===== src/rtl/qcsv_pkg.sv =====
// ----------------------------------------------------------------------------
// qcsv_pkg: shared types and constants for the quoted CSV record parser
// Holds the character codes, the parse phase and event encodings, the
// result word layout and the saturating digit accumulate function.
// ----------------------------------------------------------------------------
package qcsv_pkg;

  localparam logic [7:0]  CHAR_ZERO  = 8'h30;
  localparam logic [7:0]  CHAR_NINE  = 8'h39;
  localparam logic [7:0]  CHAR_COMMA = 8'h2C;
  localparam logic [7:0]  CHAR_QUOTE = 8'h22;
  localparam logic [7:0]  CHAR_PAREN = 8'h28;
  localparam logic [30:0] SAT_MAX    = 31'h7FFF_FFFF;

  typedef enum logic [3:0] {
    PH_START    = 4'd0,
    PH_LINENUM  = 4'd1,
    PH_OPENCITY = 4'd2,
    PH_CITY     = 4'd3,
    PH_COMMA2   = 4'd4,
    PH_POPSEL   = 4'd5,
    PH_POP      = 4'd6,
    PH_DONE     = 4'd7,
    PH_ERROR    = 4'd8
  } phase_t;

  typedef enum logic [1:0] {
    EV_NONE   = 2'd0,
    EV_CITY   = 2'd1,
    EV_RECORD = 2'd2,
    EV_ERROR  = 2'd3
  } event_t;

  typedef struct packed {
    event_t      event_kind;
    logic [7:0]  city_char;
    logic [30:0] line_number;
    logic [30:0] population;
  } result_t;

  function automatic logic is_digit(input logic [7:0] b);
    return b inside {[CHAR_ZERO:CHAR_NINE]};
  endfunction

  // acc * 10 + digit, saturating. The multiply by ten is two shifted adds.
  function automatic logic [30:0] acc_digit(input logic [30:0] acc,
                                            input logic [7:0]  b);
    logic [34:0] v;
    logic [7:0]  d;
    d = b - CHAR_ZERO;
    v = ({4'b0, acc} << 3) + ({4'b0, acc} << 1) + {31'b0, d[3:0]};
    if (v > {4'b0, SAT_MAX}) begin
      return SAT_MAX;
    end
    return v[30:0];
  endfunction

endpackage


===== src/rtl/quoted_csv_record_parser.sv =====
// An accepted word's result is registered into the output register, or into the
// skid register if the output is held. One word per cycle while in_ready is high.
// A two-entry result buffer (output register plus skid register) lets the
// input keep accepting while one result waits; in_ready falls only when both are full.
// Reset (synchronous, rst_n low) returns the parser to the start phase, clears
// both accumulators and empties the result buffer.
// ----------------------------------------------------------------------------
// quoted_csv_record_parser: byte-serial parser for quoted CSV city records
// Each line holds a line number, a quoted city name and either a quoted
// population (digits optionally grouped by commas) or '(' for zero. City
// bytes are passed on as they arrive; the record is emitted at its end.
// ----------------------------------------------------------------------------
module quoted_csv_record_parser
  import qcsv_pkg::*;
(
  input  logic        clk,
  input  logic        rst_n,
  input  logic        in_valid,
  output logic        in_ready,
  input  logic [7:0]  in_text_byte,
  input  logic        in_line_start,
  output logic        out_valid,
  input  logic        out_ready,
  output logic [1:0]  out_event_kind,
  output logic [7:0]  out_city_char,
  output logic [30:0] out_line_number,
  output logic [30:0] out_population
);

  // Parser state.
  phase_t      phase_r,  phase_nxt;
  logic [30:0] lacc_r,   lacc_nxt;
  logic [30:0] pacc_r,   pacc_nxt;

  // Result buffer: the output register and a skid register behind it.
  result_t     out_r,    out_nxt;
  logic        out_valid_r, out_valid_nxt;
  result_t     skid_r,   skid_nxt;
  logic        skid_valid_r, skid_valid_nxt;

  // Working values after a line start has been applied.
  phase_t      ph_base;
  logic [30:0] lacc_base;
  logic [30:0] pacc_base;
  result_t     res;
  logic        in_fire;
  logic        out_fire;

  assign in_ready = !skid_valid_r;
  assign in_fire  = in_valid && in_ready;
  assign out_fire = out_valid_r && out_ready;

  // A line start puts the parser back at the start before the byte is used.
  assign ph_base   = in_line_start ? PH_START : phase_r;
  assign lacc_base = in_line_start ? '0 : lacc_r;
  assign pacc_base = in_line_start ? '0 : pacc_r;

  // Next state of the parser and its accumulators.
  always_comb begin
    phase_nxt = ph_base;
    lacc_nxt  = lacc_base;
    pacc_nxt  = pacc_base;
    case (ph_base)
      PH_START: begin
        if (is_digit(in_text_byte)) begin
          lacc_nxt  = acc_digit('0, in_text_byte);
          phase_nxt = PH_LINENUM;
        end else begin
          phase_nxt = PH_ERROR;
        end
      end
      PH_LINENUM: begin
        if (is_digit(in_text_byte)) begin
          lacc_nxt = acc_digit(lacc_base, in_text_byte);
        end else if (in_text_byte == CHAR_COMMA) begin
          phase_nxt = PH_OPENCITY;
        end else begin
          phase_nxt = PH_ERROR;
        end
      end
      PH_OPENCITY: begin
        phase_nxt = (in_text_byte == CHAR_QUOTE) ? PH_CITY : PH_ERROR;
      end
      PH_CITY: begin
        if (in_text_byte == CHAR_QUOTE) begin
          phase_nxt = PH_COMMA2;
        end
      end
      PH_COMMA2: begin
        phase_nxt = (in_text_byte == CHAR_COMMA) ? PH_POPSEL : PH_ERROR;
      end
      PH_POPSEL: begin
        if (in_text_byte == CHAR_QUOTE) begin
          pacc_nxt  = '0;
          phase_nxt = PH_POP;
        end else if (in_text_byte == CHAR_PAREN) begin
          phase_nxt = PH_DONE;
        end else begin
          phase_nxt = PH_ERROR;
        end
      end
      PH_POP: begin
        // Commas inside the quoted population only group digits.
        if (is_digit(in_text_byte)) begin
          pacc_nxt = acc_digit(pacc_base, in_text_byte);
        end else if (in_text_byte == CHAR_QUOTE) begin
          phase_nxt = PH_DONE;
        end else if (in_text_byte != CHAR_COMMA) begin
          phase_nxt = PH_ERROR;
        end
      end
      default: begin
        // Done or error: the rest of the line is ignored.
      end
    endcase
  end

  // Result word for the byte being accepted.
  always_comb begin
    res            = '0;
    res.event_kind = EV_NONE;
    case (ph_base)
      PH_START: begin
        if (!is_digit(in_text_byte)) begin
          res.event_kind = EV_ERROR;
        end
      end
      PH_LINENUM: begin
        if (!is_digit(in_text_byte) && in_text_byte != CHAR_COMMA) begin
          res.event_kind = EV_ERROR;
        end
      end
      PH_OPENCITY: begin
        if (in_text_byte != CHAR_QUOTE) begin
          res.event_kind = EV_ERROR;
        end
      end
      PH_CITY: begin
        if (in_text_byte != CHAR_QUOTE) begin
          res.event_kind = EV_CITY;
          res.city_char  = in_text_byte;
        end
      end
      PH_COMMA2: begin
        if (in_text_byte != CHAR_COMMA) begin
          res.event_kind = EV_ERROR;
        end
      end
      PH_POPSEL: begin
        if (in_text_byte == CHAR_PAREN) begin
          res.event_kind  = EV_RECORD;
          res.line_number = lacc_base;
        end else if (in_text_byte != CHAR_QUOTE) begin
          res.event_kind = EV_ERROR;
        end
      end
      PH_POP: begin
        if (in_text_byte == CHAR_QUOTE) begin
          res.event_kind  = EV_RECORD;
          res.line_number = lacc_base;
          res.population  = pacc_base;
        end else if (!is_digit(in_text_byte) && in_text_byte != CHAR_COMMA) begin
          res.event_kind = EV_ERROR;
        end
      end
      default: begin
        res.event_kind = EV_NONE;
      end
    endcase
  end

  // Result buffer steering. While the skid register holds a word, in_ready
  // is low, so a new result only ever lands in an empty slot.
  always_comb begin
    out_nxt        = out_r;
    out_valid_nxt  = out_valid_r;
    skid_nxt       = skid_r;
    skid_valid_nxt = skid_valid_r;
    if (skid_valid_r) begin
      if (out_fire) begin
        out_nxt        = skid_r;
        skid_valid_nxt = 1'b0;
      end
    end else if (in_fire) begin
      if (out_valid_r && !out_ready) begin
        skid_nxt       = res;
        skid_valid_nxt = 1'b1;
      end else begin
        out_nxt       = res;
        out_valid_nxt = 1'b1;
      end
    end else if (out_fire) begin
      out_valid_nxt = 1'b0;
    end
  end

  always_ff @(posedge clk) begin
    if (!rst_n) begin
      phase_r      <= PH_START;
      lacc_r       <= '0;
      pacc_r       <= '0;
      out_valid_r  <= 1'b0;
      skid_valid_r <= 1'b0;
    end else begin
      if (in_fire) begin
        phase_r <= phase_nxt;
        lacc_r  <= lacc_nxt;
        pacc_r  <= pacc_nxt;
      end
      out_valid_r  <= out_valid_nxt;
      skid_valid_r <= skid_valid_nxt;
    end
  end

  // Payload registers carry no reset.
  always_ff @(posedge clk) begin
    out_r  <= out_nxt;
    skid_r <= skid_nxt;
  end

  assign out_valid       = out_valid_r;
  assign out_event_kind  = out_r.event_kind;
  assign out_city_char   = out_r.city_char;
  assign out_line_number = out_r.line_number;
  assign out_population  = out_r.population;

  // The skid register is only ever filled behind a full output register.
  a_skid_behind_out: assert property (@(posedge clk) disable iff (!rst_n)
    skid_valid_r |-> out_valid_r)
    else $error("skid register holds a word while the output is empty");

  // Numbers are only reported with a record.
  a_fields_zero: assert property (@(posedge clk) disable iff (!rst_n)
    (out_valid_r && out_r.event_kind != EV_RECORD) |->
      (out_r.line_number == '0 && out_r.population == '0))
    else $error("line number or population set outside a record");

  // Once in the error phase, only a line start leaves it.
  a_error_sticky: assert property (@(posedge clk) disable iff (!rst_n)
    (phase_r == PH_ERROR && !(in_fire && in_line_start)) |=> phase_r == PH_ERROR)
    else $error("parser left the error phase without a line start");

  // A finished record holds the parser until the next line start.
  a_done_sticky: assert property (@(posedge clk) disable iff (!rst_n)
    (phase_r == PH_DONE && !(in_fire && in_line_start)) |=> phase_r == PH_DONE)
    else $error("parser left the done phase without a line start");

endmodule

===== config.mk =====
export PLATFORM = sky130hd
export DESIGN_NAME = quoted_csv_record_parser
export DESIGN_NICKNAME = d
export VERILOG_FILES = /design/src/rtl/qcsv_pkg.sv /design/src/rtl/quoted_csv_record_parser.sv
export SDC_FILE = /design/constraint.sdc
export NUM_CORES = 1
export LEC_CHECK = 0
export BUFFER_PORTS_ARGS = -buffer_cell sky130_fd_sc_hd__buf_2
export CAP_MARGIN = 10
export CORE_MARGIN = 3
export CORE_UTILIZATION = 58
export CTS_BUF_LIST = sky130_fd_sc_hd__clkbuf_8
export DETAILED_ROUTE_END_ITERATION = 8
export GPL_ROUTABILITY_DRIVEN = 0
export PLACE_DENSITY_LB_ADDON = 0.3
export SLEW_MARGIN = 40
export SYNTH_ARGS = -nofsm -noshare
export SYNTH_HDL_FRONTEND = slang
export SYNTH_SLANG_ARGS = --single-unit

===== constraint.sdc =====
create_clock -name clk -period 6.15 [get_ports clk]
set_clock_uncertainty 0.1 [all_clocks]
set_input_delay 1.845 -clock clk [delete_from_list [all_inputs] [get_ports clk]]
set_output_delay 1.845 -clock clk [all_outputs]
set_load 0.01 [all_outputs]

======== Word-level counts from Yosys, hierarchy flattened ========
Cells that the tools add are included.
cells by class
  equal/unequal tests ..................... 14
  bitwise logic cells ..................... 1
  add/sub/neg operators ................... 5
  $lt $le $gt $ge ......................... 5
  reductions and logical operators ........ 14
  multiplexer cells ....................... 60
operators with widths
  cell                                                             number
  two-way mux 31 bit                                               14
  two-way mux 72 bit                                               4
  case mux 31 bit (2 select lines)                                 3
  adder 34 x 32 -> 35 bit                                          2
  adder 35 x 4 -> 35 bit                                           2
  > comparator 35 x 31 -> 1 bit (second input constant)            2
  two-way mux 62 bit                                               1
  two-way mux 4 bit                                                12
  > comparator 4 x 31 -> 1 bit (second input constant)             1
  case mux 4 bit (7 select lines)                                  1
  equality test 8 x 6 -> 1 bit (second input constant)             3
  two-way mux 1 bit                                                16
  != test 8 x 6 -> 1 bit (second input constant)                   2
  case mux 2 bit (7 select lines)                                  1
  equality test 4 x 3 -> 1 bit (second input constant)             3
  two-way mux 2 bit                                                6
  two-way mux 9 bit                                                1
  AND reduction 3 bit                                              3
  equality test 4 x 2 -> 1 bit (second input constant)             2
  >= comparator 8 x 6 -> 1 bit (second input constant)             1
  less-or-equal comparator 8 x 6 -> 1 bit (second input constant)  1
  two-way mux 8 bit                                                1
  logical AND 1 bit                                                5
  equality test 4 x 1 -> 1 bit (second input constant)             1
  other kinds (7)                                                  11
storage, ports and cells
  register bits after elaboration ......... 212
  input port bits ......................... 13
  word-level logic and storage cells ...... 112

======== Logic depth before layout (Yosys ltp) ========
Gate-level depths: netlist (run 1).
  word-level depth ........................ 10
  depth in mapped cells ................... 18
  mapped depth without buffers ............ 16

======== Worst setup path after synthesis (run 1) ========
Ideal clock, no wire load.
  path kind ............................... input to register
  start point ............................. input in_valid
  end point ............................... register out_r, in the netlist out_city_char[0] (enable)
  stages on the path ...................... 4
  data arrival time ....................... 5846 ps
  library setup time ...................... 526 ps
  required time ........................... 5524 ps
  path buffers ............................ 1
  slack ................................... -322 ps
  cell sequence ........................... nor2b_1 -> clkbuf_1 -> a21oi_1 -> a21oi_1
between the ends
  cells in the longest elaborated chain, start to end .. 3
RTL lines
  element                        line                             text
  start, declared                quoted_csv_record_parser.sv:18   input logic in_valid,
  logical AND 1 bit              quoted_csv_record_parser.sv:50   assign in_fire = in_valid && in_ready;
  nonzero test 2 bit (no line)   -
  AND reduction 3 bit (no line)  -
  end signal, assigned           quoted_csv_record_parser.sv:217  out_r <= out_nxt;
  end, declared                  quoted_csv_record_parser.sv:36   result_t out_r, out_nxt;
Every way passes these cells.
A chain may end at the register's enable or synchronous reset.

======== Worst setup path in the final report (run 1) ========
  start point ............................. input in_line_start
  end point ............................... register pacc_r[20]
between the ends
  cells in the longest elaborated chain, start to end .. 10
  elaborated cells between the ends (all ways) .. 14
  classes of those cells .................. add/sub (2); order compare (1); eq/ne (2); mux (9)
RTL lines
  element                               line                             text
  start, declared                       quoted_csv_record_parser.sv:21   input logic in_line_start,
  two-way mux 31 bit                    quoted_csv_record_parser.sv:56   assign pacc_base = in_line_start ? '0 : pacc_r;
  adder 34 x 32 -> 35 bit               qcsv_pkg.sv:51                   v = ({4'b0, acc} << 3) + ({4'b0, acc} << 1) + {31'b0, d[3:0]};
  adder 35 x 4 -> 35 bit                qcsv_pkg.sv:51
  > comparator 35 x 31 -> 1 bit         qcsv_pkg.sv:52                   if (v > {4'b0, SAT_MAX}) begin
  two-way mux 1 bit                     qcsv_pkg.sv:52
  two-way mux 1 bit                     quoted_csv_record_parser.sv:104  if (is_digit(in_text_byte)) begin
  two-way mux 1 bit                     quoted_csv_record_parser.sv:63   case (ph_base)
  two-way mux 31 bit                    qcsv_pkg.sv:55                   return v[30:0];
  two-way mux 31 bit                    quoted_csv_record_parser.sv:104
  case mux 31 bit (2 select lines) (*)  quoted_csv_record_parser.sv:63
  end signal, assigned                  quoted_csv_record_parser.sv:208  pacc_r <= pacc_nxt;
  end, declared                         quoted_csv_record_parser.sv:33   logic [30:0] pacc_r, pacc_nxt;
Every way passes the cells marked *; elsewhere a longest branch is shown, timed or not. The select of a mux whose other input is x is not followed.

==> metrics.csv, run 1 <==
metric,value,unit
max-cap viol count,0,
hold path cells,2,
average size of a mapped cell,9.45,µm²
"Cell Area, Placed",0.0146,mm²
worst-margin pin slew,819,ps
final setup violation count,0,
initial antenna violation count,0,
setup TNS,0,ps
starting density of the core,60.0,%
power share of the sequential group,54.3,%
area of the core,0.0230,mm²
DIE AREA,0.0257,mm²
vias in the first global route,10800,
cell area after synthesis,0.0138,mm²
total grt overflow,0,
Syn Nets,1596,
met3 Resource Use GR,5.45,%
"Cell Chain, Critical Path","buf_2, inv_2, buf_4, nand2_1, inv_1, ha_1, ha_1, o21ai_0, a21oi_1, nand2_1, o31a_2, nor4_4, nor3_1, a2111o_1, nor3_2, buf_4, a311oi_1",
flop-to-flop setup slack,1900,ps
Horiz. Die Dim,160,µm
CTS Buf Count,35,
total wire length,33300,µm
Max Fanout on Critical Path,20,
WP buf/inv,5,
part of the Yosys area used for sequential elements,41.2,%
pin count of the biggest net entering global routing,73,
IO buf count,86,
r2r endpoint,lacc_r[1],
H-tree depth,2,
Inserted Diodes,0,
# DRC,0,
internal power,2230,µW
crit end category,flop,
Hold Crit Endpoint,lacc_r[25],
hold_ws,330,ps
Top Usage Layer GRT,met1,
Worst Hold Class,reg2reg,
Iteration-0 DRC Markers,1364,
Ys Warns,0,
"Design Area, Final",0.0152,mm²
met2 usage,35.9,%
Setup CP Type,in2reg,
R2R depth,16,
sw power,722,µW
Root Buffer,clkbuf_8,
clock share of power,37.9,%
library cells used by synthesis,76,
Worst setup SP type,primary input,
CTS Hold Buffers Added,0,
status,finished clean,
Final #Nets,1669,
Crit path max-delay family,compound AO/OA/AOI/OAI gates,
CP arrival,5840,ps
drt wl/cell,17.8,µm
# Post-CTS Setup Buffers,0,
Main synth FF type,edfxtp_1,
Final min period,5570,ps
Final Max Slew Viols,0,
Required @ worst endpoint,6420,ps
Detail Route Antenna Nets,0,
"Clk Latency, worst-skew pair",530,ps
Power Dens Cells,194,mW/mm²
final hold vios,0,
Max VDD drop,184,µV
FP Rows,55,
sw frac,24.5,%
Final Util,66.2,%
cts repair resizes,0,
post-DR vias/cell,6.14,
DR vias,11500,
Slowest cell on crit path,a2111o_1,
CTS max path bufs,3,
die height,160,µm
fin crit share,90.6,%
"slowest stage delay, CP",520,ps
r2r startpoint,lacc_r[0],
most area-hungry cell type in the Yosys netlist,edfxtp_1,
proportion of netlist area held by the largest area contributor,31.3,%
"Reg clk slew, reported paths",60,ps
total clock sinks,212,
number of synthesized flops with an enable pin,144,
post-DP HPWL,23800,µm
TritonRoute pass-1 iters,6,
min-delay src,lacc_r[25],
Comb power frac,7.8,%
Leak Pwr,0.00654,µW
first-pass GRT wire length,54600,µm
ys async rst share,0,%
Layout Area Growth over Synthesis,10.3,%
met1 Use GR,39.8,%
post-synthesis register bit count,212,
Worst slew margin,45.4,%
top post-synthesis cells by area,"edfxtp_1 31%, ha_1 11%, dfxtp_1 9.9%, nand2_1 5.1%, a21oi_1 4.6%",
Total GRT Usage,25.4,%
Fmax,0.179,GHz
Final Power,2950,µW
Mapped Cells,1459,
CTS tree,built,
share of cells above drive strength 1,15.8,%
# IOs,87,
RSZ-0062 raised after global routing,no,
cell usage after synthesis (all sizes together), types with 23 or more instances:
master  number
xnor2       39
a21o        23
clkbuf      66
and3        42
nor2        99
dfxtp       68
nor2b       49
inv         48
o21ai       88
nand2      186
mux2        47
o31ai       31
o221ai      28
ha         122
a21oi      127
edfxtp     144
metrics by stage:
step | instances | setup WS (ps)
2_1_floorplan | 1459 | 555
3_3_place_gp | 1807 | 224
3_5_place_dp | 1808 | 88.2
5_1_grt | 1872 | 262
6_report | 1872 | 577
4_1_cts | 1872 | 639
routing by layer:
layer | wire [µm] | up-vias
li1 | - | 5557
met5 | 0 | -
met2 | 13400 | 539
met3 | 3150 | 40
met1 | 16300 | 5362
met4 | 422 | 0
registers in the layout, indices dropped and copies added, names as in the netlist:
name	cells
out_event_kind	2
pacc_r	31
phase_r	4
out_valid	1
out_line_number	31
out_population	31
skid_valid_r	1
lacc_r	31
skid_r	72
out_city_char	8
final cells by class:
class	count	area, µm²
clock buffers	37	509
clock inverters	27	123
fillers	1883	7770
inverters	48	180
multi-input cells	1117	7610
flip-flops and latches	212	5690
well taps	313	392
repair buffers	118	707
worst max-delay path by stage:
stage                  start    endpoint  cells past startpoint
2_1_floorplan  in_line_start  pacc_r[10]                     17
4_1_cts        in_line_start   pacc_r[3]                     17
5_1_grt        in_line_start   pacc_r[3]                     17
3_3_place_gp   in_line_start   pacc_r[3]                     17
3_5_place_dp   in_line_start   pacc_r[3]                     17
6_report       in_line_start  pacc_r[20]                     17
placed cells by master, fill, tap and decap left out, types with 37 or more instances in the layout:
master | Yosys | routed
a21oi_1 | 126 | 125
and3_1 | 42 | 41
buf_2 | 11 | 86
clkbuf_8 | 0 | 37
dfxtp_1 | 68 | 67
edfxtp_1 | 144 | 144
ha_1 | 122 | 122
inv_1 | 46 | 59
mux2_2 | 47 | 47
nand2_1 | 186 | 186
nor2_1 | 99 | 99
nor2b_1 | 49 | 48
o21ai_0 | 69 | 69
xnor2_1 | 39 | 39
cell families after synthesis:
group	count (synthesis)	synth area share [%]
xor gates and xnor gates	57	3.62
buffers and inverters	130	3.72
muxes	47	3.84
DFF	212	41.2
adders and majority gates	124	11.4
and+or+nand+nor	476	16.4
AOI/OAI and AO/OA	413	19.9
tightest hold or removal path, cell delays in order (launching register included):
cell     delay (ps)
dfxtp_1         300
nand2_1          50
nand2_1          40
power by group through the flow:
stage               clock (µW)  sequential, µW  combinational [µW]
floorplan                    0            1660                 113
global placement             0            1630                 222
detailed placement           0            1630                 227
CTS                       1140            1600                 228
global route              1200            1610                 248
finish                    1120            1600                 229
(Power assumes the default switching activity.)
==> run 2, diff against run 1 <==
--- a/config.mk
+++ b/config.mk
@@ -5,6 +5,7 @@
 export SDC_FILE = /design/constraint.sdc
 export NUM_CORES = 1
 export LEC_CHECK = 0
+export ABC_AREA = 1
 export BUFFER_PORTS_ARGS = -buffer_cell sky130_fd_sc_hd__buf_2
 export CAP_MARGIN = 10
 export CORE_MARGIN = 3
==> metrics.csv, run 2 <==
metric,value,unit
status,finished clean,
DR vias,14500,
Detail Route Antenna Nets,0,
hold_ws,366,ps
total grt overflow,0,
IO buf count,86,
total clock sinks,212,
flop-to-flop setup slack,2470,ps
Hold Crit Endpoint,lacc_r[22],
"Clk Latency, worst-skew pair",540,ps
number of synthesized flops with an enable pin,144,
proportion of netlist area held by the largest area contributor,28.4,%
library cells used by synthesis,43,
most frequent cell after synthesis,nand2_1,
Syn Nets,2276,
# IOs,87,
Top reg by flops,skid_r,
cts repair resizes,0,
initial antenna violation count,0,
vias in the first global route,14100,
Max VDD drop,150,µV
# DRC,0,
# Post-CTS Setup Buffers,0,
Fmax,0.191,GHz
TritonRoute pass-1 iters,6,
Final min period,5240,ps
"most common cell after layout, fill and taps aside",nand2_1,
crit path from,in_line_start,
DIE AREA,0.0282,mm²
final cell count without fillers,2562,
part of the Yosys area used for sequential elements,37.4,%
starting density of the core,59.7,%
Setup CP Type,in2reg,
Layout Area Growth over Synthesis,9.13,%
r2r startpoint,pacc_r[0],
H-tree depth,2,
Final #Nets,2339,
most area-hungry cell type in the Yosys netlist,edfxtp_1,
CTS max path bufs,3,
Slowest cell on crit path,fa_1,
final setup violation count,0,
CTS Hold Buffers Added,0,
Total GRT Usage,27.5,%
max-cap viol count,0,
share of cells above drive strength 1,9.99,%
post-synthesis register bit count,212,
Max Fanout on Critical Path,24,
r2r endpoint,pacc_r[28],
fin crit share,85.3,%
"slowest stage delay, CP",410,ps
cell area after synthesis,0.0152,mm²
Worst setup SP type,primary input,
Ys Warns,0,
max reg flops,72,
area of the core,0.0255,mm²
FP Rows,58,
die height,168,µm
CTS Buf Count,38,
Iteration-0 DRC Markers,1139,
hold path cells,2,
drt wl/cell,15.4,µm
final hold vios,0,
Mapped Cells,2139,
total wire length,39400,µm
Inserted Diodes,0,
worst-margin pin slew,817,ps
Worst slew margin,45.5,%
post-DP HPWL,27300,µm
RSZ-0062 raised after global routing,no,
Horiz. Die Dim,168,µm
Worst Hold Class,reg2reg,
most frequent CP cell,nand2_1,
Crit path max-delay family,buffers and inverters,
"Reg clk slew, reported paths",60,ps
post-DR vias/cell,5.64,
R2R depth,18,
ys async rst share,0,%
CTS tree,built,
"Cell Chain, Critical Path","buf_2, inv_2, buf_4, nand2_1, inv_1, ha_1, ha_1, inv_1, fa_1, nand3b_1, nand2_1, a21oi_1, o21ai_1, nand2_1, nand3_1, nand2_1, nor2_2, buf_4, nand3_1, nand2_1, a21oi_1",
first-pass GRT wire length,65900,µm
crit end category,flop,
Final Max Slew Viols,0,
WP buf/inv,6,
average size of a mapped cell,7.11,µm²
Required @ worst endpoint,6470,ps
Main synth FF type,edfxtp_1,
commonest cells in the netlist,"679 x nand2_1, 267 x a21oi_1, 229 x nor2_1",
top post-synthesis cells by area,"edfxtp_1 28%, nand2_1 17%, ha_1 10%, dfxtp_1 9.0%, a21oi_1 8.8%",
pin count of the biggest net entering global routing,75,
CP arrival,5570,ps
Power Dens Cells,202,mW/mm²
Root Buffer,clkbuf_8,
# placed instances,2492,
Leak Pwr,0.00803,µW
most frequent cells in the layout,"678 x nand2_1, 267 x a21oi_1, 226 x nor2_1",
min-delay src,lacc_r[22],
setup TNS,0,ps
[run 2: changes by cell type in the layout (fill, tap and decap cells not counted), moves of 28 or more]
cell / before / now
and3_1: 41 / 2
nor2_1: 99 / 226
mux2_2: 47 / 0
nor2b_1: 48 / 0
nand2_1: 186 / 678
inv_1: 59 / 215
a21oi_1: 125 / 267
o221ai_1: 28 / 0
nand3_1: 19 / 88
o31ai_1: 31 / 1
xnor2_1: 39 / 10
[run 2: worst register-to-register path: cells and delay by family, from the launching register on]
family | cells | cell delay (ps)
AO/OA/AOI/OAI | 3 | 560
XOR/XNOR | 1 | 170
adder cells (fa/ha/maj) | 2 | 790
buffers and inverters | 3 | 440
flip-flops | 1 | 310
AND/OR/NAND/NOR | 9 | 1200
[run 2: kinds of logic after synthesis]
kind of cell    Yosys count  share of synthesized area, %
compound gates          386                          13.2
fa+ha+maj               124                          10.3
buf+inv                 304                          7.89
xor+xnor                 37                          2.13
flops                   212                          37.4
simple gates           1076                          29.0
[run 2: worst max path at each step]
stage / end / cells past startpoint
finish: pacc_r[28] / 21
global route: lacc_r[6] / 23
CTS: pacc_r[25] / 21
detailed placement: pacc_r[25] / 21
global placement: lacc_r[4] / 23
floorplan: out_city_char[0] / 4
[run 2: area by class of cell]
| class | instances | area [µm²] |
|---|---|---|
| timing repair buffer | 103 | 564 |
| clock buffer | 41 | 564 |
| multi-input combinational | 1623 | 8340 |
| clock inverter | 29 | 185 |
| fill | 2226 | 8880 |
| sequential | 212 | 5690 |
| inverter | 224 | 841 |
| tap | 330 | 413 |
[run 2: through the flow]
stage,worst slack [ps],total power (µW),cell area [µm²],utilization [%]
final,906,3350,16600,65.1
after CTS,1020,3370,16600,65.1
after floorplan,337,1950,15200,-
after global routing,659,3500,16600,65.1
after global placement,610,2060,15800,62.2
after detailed placement,449,2070,15800,62.2
[run 2: routing by layer]
layer | vias to the layer above | share of wire [%] | track usage, %
met4 | 0 | 4.6 | 13.3
met2 | 581 | 48 | 47.9
met3 | 155 | 6.3 | 3.47
met1 | 6569 | 41 | 33.9
li1 | 7151 | - | -
met5 | - | 0 | 0
[run 2: where the power goes]
group	switching, µW	internal (µW)	total, µW
clock	599	706	1310
sequential	23.6	1600	1620
combinational	297	133	429
==> run 3, diff against run 2 <==
--- a/config.mk
+++ b/config.mk
@@ -14,6 +14,7 @@
 export DETAILED_ROUTE_END_ITERATION = 8
 export GPL_ROUTABILITY_DRIVEN = 0
 export PLACE_DENSITY_LB_ADDON = 0.3
+export RECOVER_POWER = 50
 export SLEW_MARGIN = 40
 export SYNTH_ARGS = -nofsm -noshare
 export SYNTH_HDL_FRONTEND = slang
==> metrics.csv, run 3 (synthesized netlist as in run 2, its figures left out) <==
metric,value,unit
status,"finished, violations left",
failing checks,"max-capacitance violations, max-slew violations",
first-pass GRT wire length,65900,µm
setup TNS,0,ps
total wire length,39400,µm
max-cap viol count,1,
post-DP HPWL,27300,µm
Worst Hold Class,reg2reg,
"Reg clk slew, reported paths",60,ps
most frequent cells in the layout,"680 x nand2_1, 267 x a21oi_1, 228 x nor2_1",
total clock sinks,212,
# Post-CTS Setup Buffers,0,
max reg flops,72,
"Design Area, Final",0.0165,mm²
FP Rows,58,
CTS Buf Count,38,
DR vias,14500,
Max VDD drop,149,µV
initial antenna violation count,0,
Fmax,0.183,GHz
CTS max path bufs,3,
Horiz. Die Dim,168,µm
total grt overflow,0,
TritonRoute pass-1 iters,6,
# IOs,87,
crit end category,flop,
Iteration-0 DRC Markers,1259,
Top reg by flops,skid_r,
Place WS,449,ps
CTS tree,built,
"Clk Latency, worst-skew pair",540,ps
Final #Nets,2339,
worst setup margin,695,ps
RSZ-0062 raised after global routing,no,
Inserted Diodes,0,
Final min period,5460,ps
final hold vios,0,
"Cell Area, Placed",0.0158,mm²
"most common cell after layout, fill and taps aside",nand2_1,
Worst slew margin,-23.9,%
Required @ worst endpoint,6470,ps
DIE AREA,0.0282,mm²
Detail Route Antenna Nets,0,
post-DR vias/cell,5.65,
Setup CP Type,in2reg,
drt wl/cell,15.4,µm
Root Buffer,clkbuf_8,
vias in the first global route,14100,
H-tree depth,2,
final setup violation count,0,
Max Fanout on Critical Path,24,
area of the core,0.0255,mm²
Leak Pwr,0.00780,µW
pin count of the biggest net entering global routing,75,
CTS Hold Buffers Added,0,
die height,168,µm
Worst setup SP type,primary input,
share of cells above drive strength 1,6.32,%
Power Dens Cells,203,mW/mm²
Final Max Slew Viols,73,
cts repair resizes,0,
# DRC,0,
Layout Area Growth over Synthesis,8.38,%
CP arrival,5770,ps
fin crit share,88.7,%
IO buf count,86,
starting density of the core,59.7,%
worst-margin pin slew,1860,ps
Total GRT Usage,27.5,%
[run 3: area by class of cell]
cell class                      count  area, µm²
Fill cell                        2262       8990
Multi-Input combinational cell   1623       8320
Tap cell                          330        413
Clock inverter                     29        185
Timing Repair Buffer              103        465
Inverter                          224        841
Clock buffer                       41        564
Sequential cell                   212       5690
[run 3: worst paths after layout]
path	from	endpoint	slack, ps	cells after the start
max	in_line_start	pacc_r[26]	690	20
min	lacc_r[25]	lacc_r[25]	370	2
max reg2reg	skid_valid_r	skid_r[59]	2160	6
min reg2reg	lacc_r[25]	lacc_r[25]	370	2
[run 3: power breakdown]
group          internal, µW  total (µW)  switching, µW
registers              1600        1620           24.5
clock network           706        1310            600
logic                   123         420            297
total                  2430        3350            921
[run 3: routing by layer]
layer	share of wire (%)	wire, µm	global-route usage (%)	vias to the layer above
met2	48	19100	47.9	579
li1	-	-	-	7154
met4	4.3	1700	13.3	0
met3	6.2	2450	3.47	139
met5	0	0	0	-
met1	41	16200	33.9	6604
[run 3: critical path, cell delays in order]
cell	delay, ps
clkbuf_1	110
inv_1	510
nand2_1	350
xor2_1	210
inv_1	50
ha_1	320
inv_1	70
fa_1	460
nand3b_1	180
nand2_1	130
a21oi_1	140
o21ai_1	350
nand2_1	130
nand3_1	90
nand2_1	70
nor2_2	140
buf_4	320
nand3_1	140
nand2_1	80
a21oi_1	60
[run 3: metrics by stage]
step | hold WS (ps) | cells | utilization [%] | total power (µW)
finish | 366 | 2562 | 64.7 | 3350
global route | 393 | 2562 | 64.7 | 3490
CTS | 365 | 2562 | 65.1 | 3370
detailed placement | 355 | 2492 | 62.2 | 2070
global placement | 352 | 2492 | 62.2 | 2060
floorplan | 345 | 2139 | - | 1950
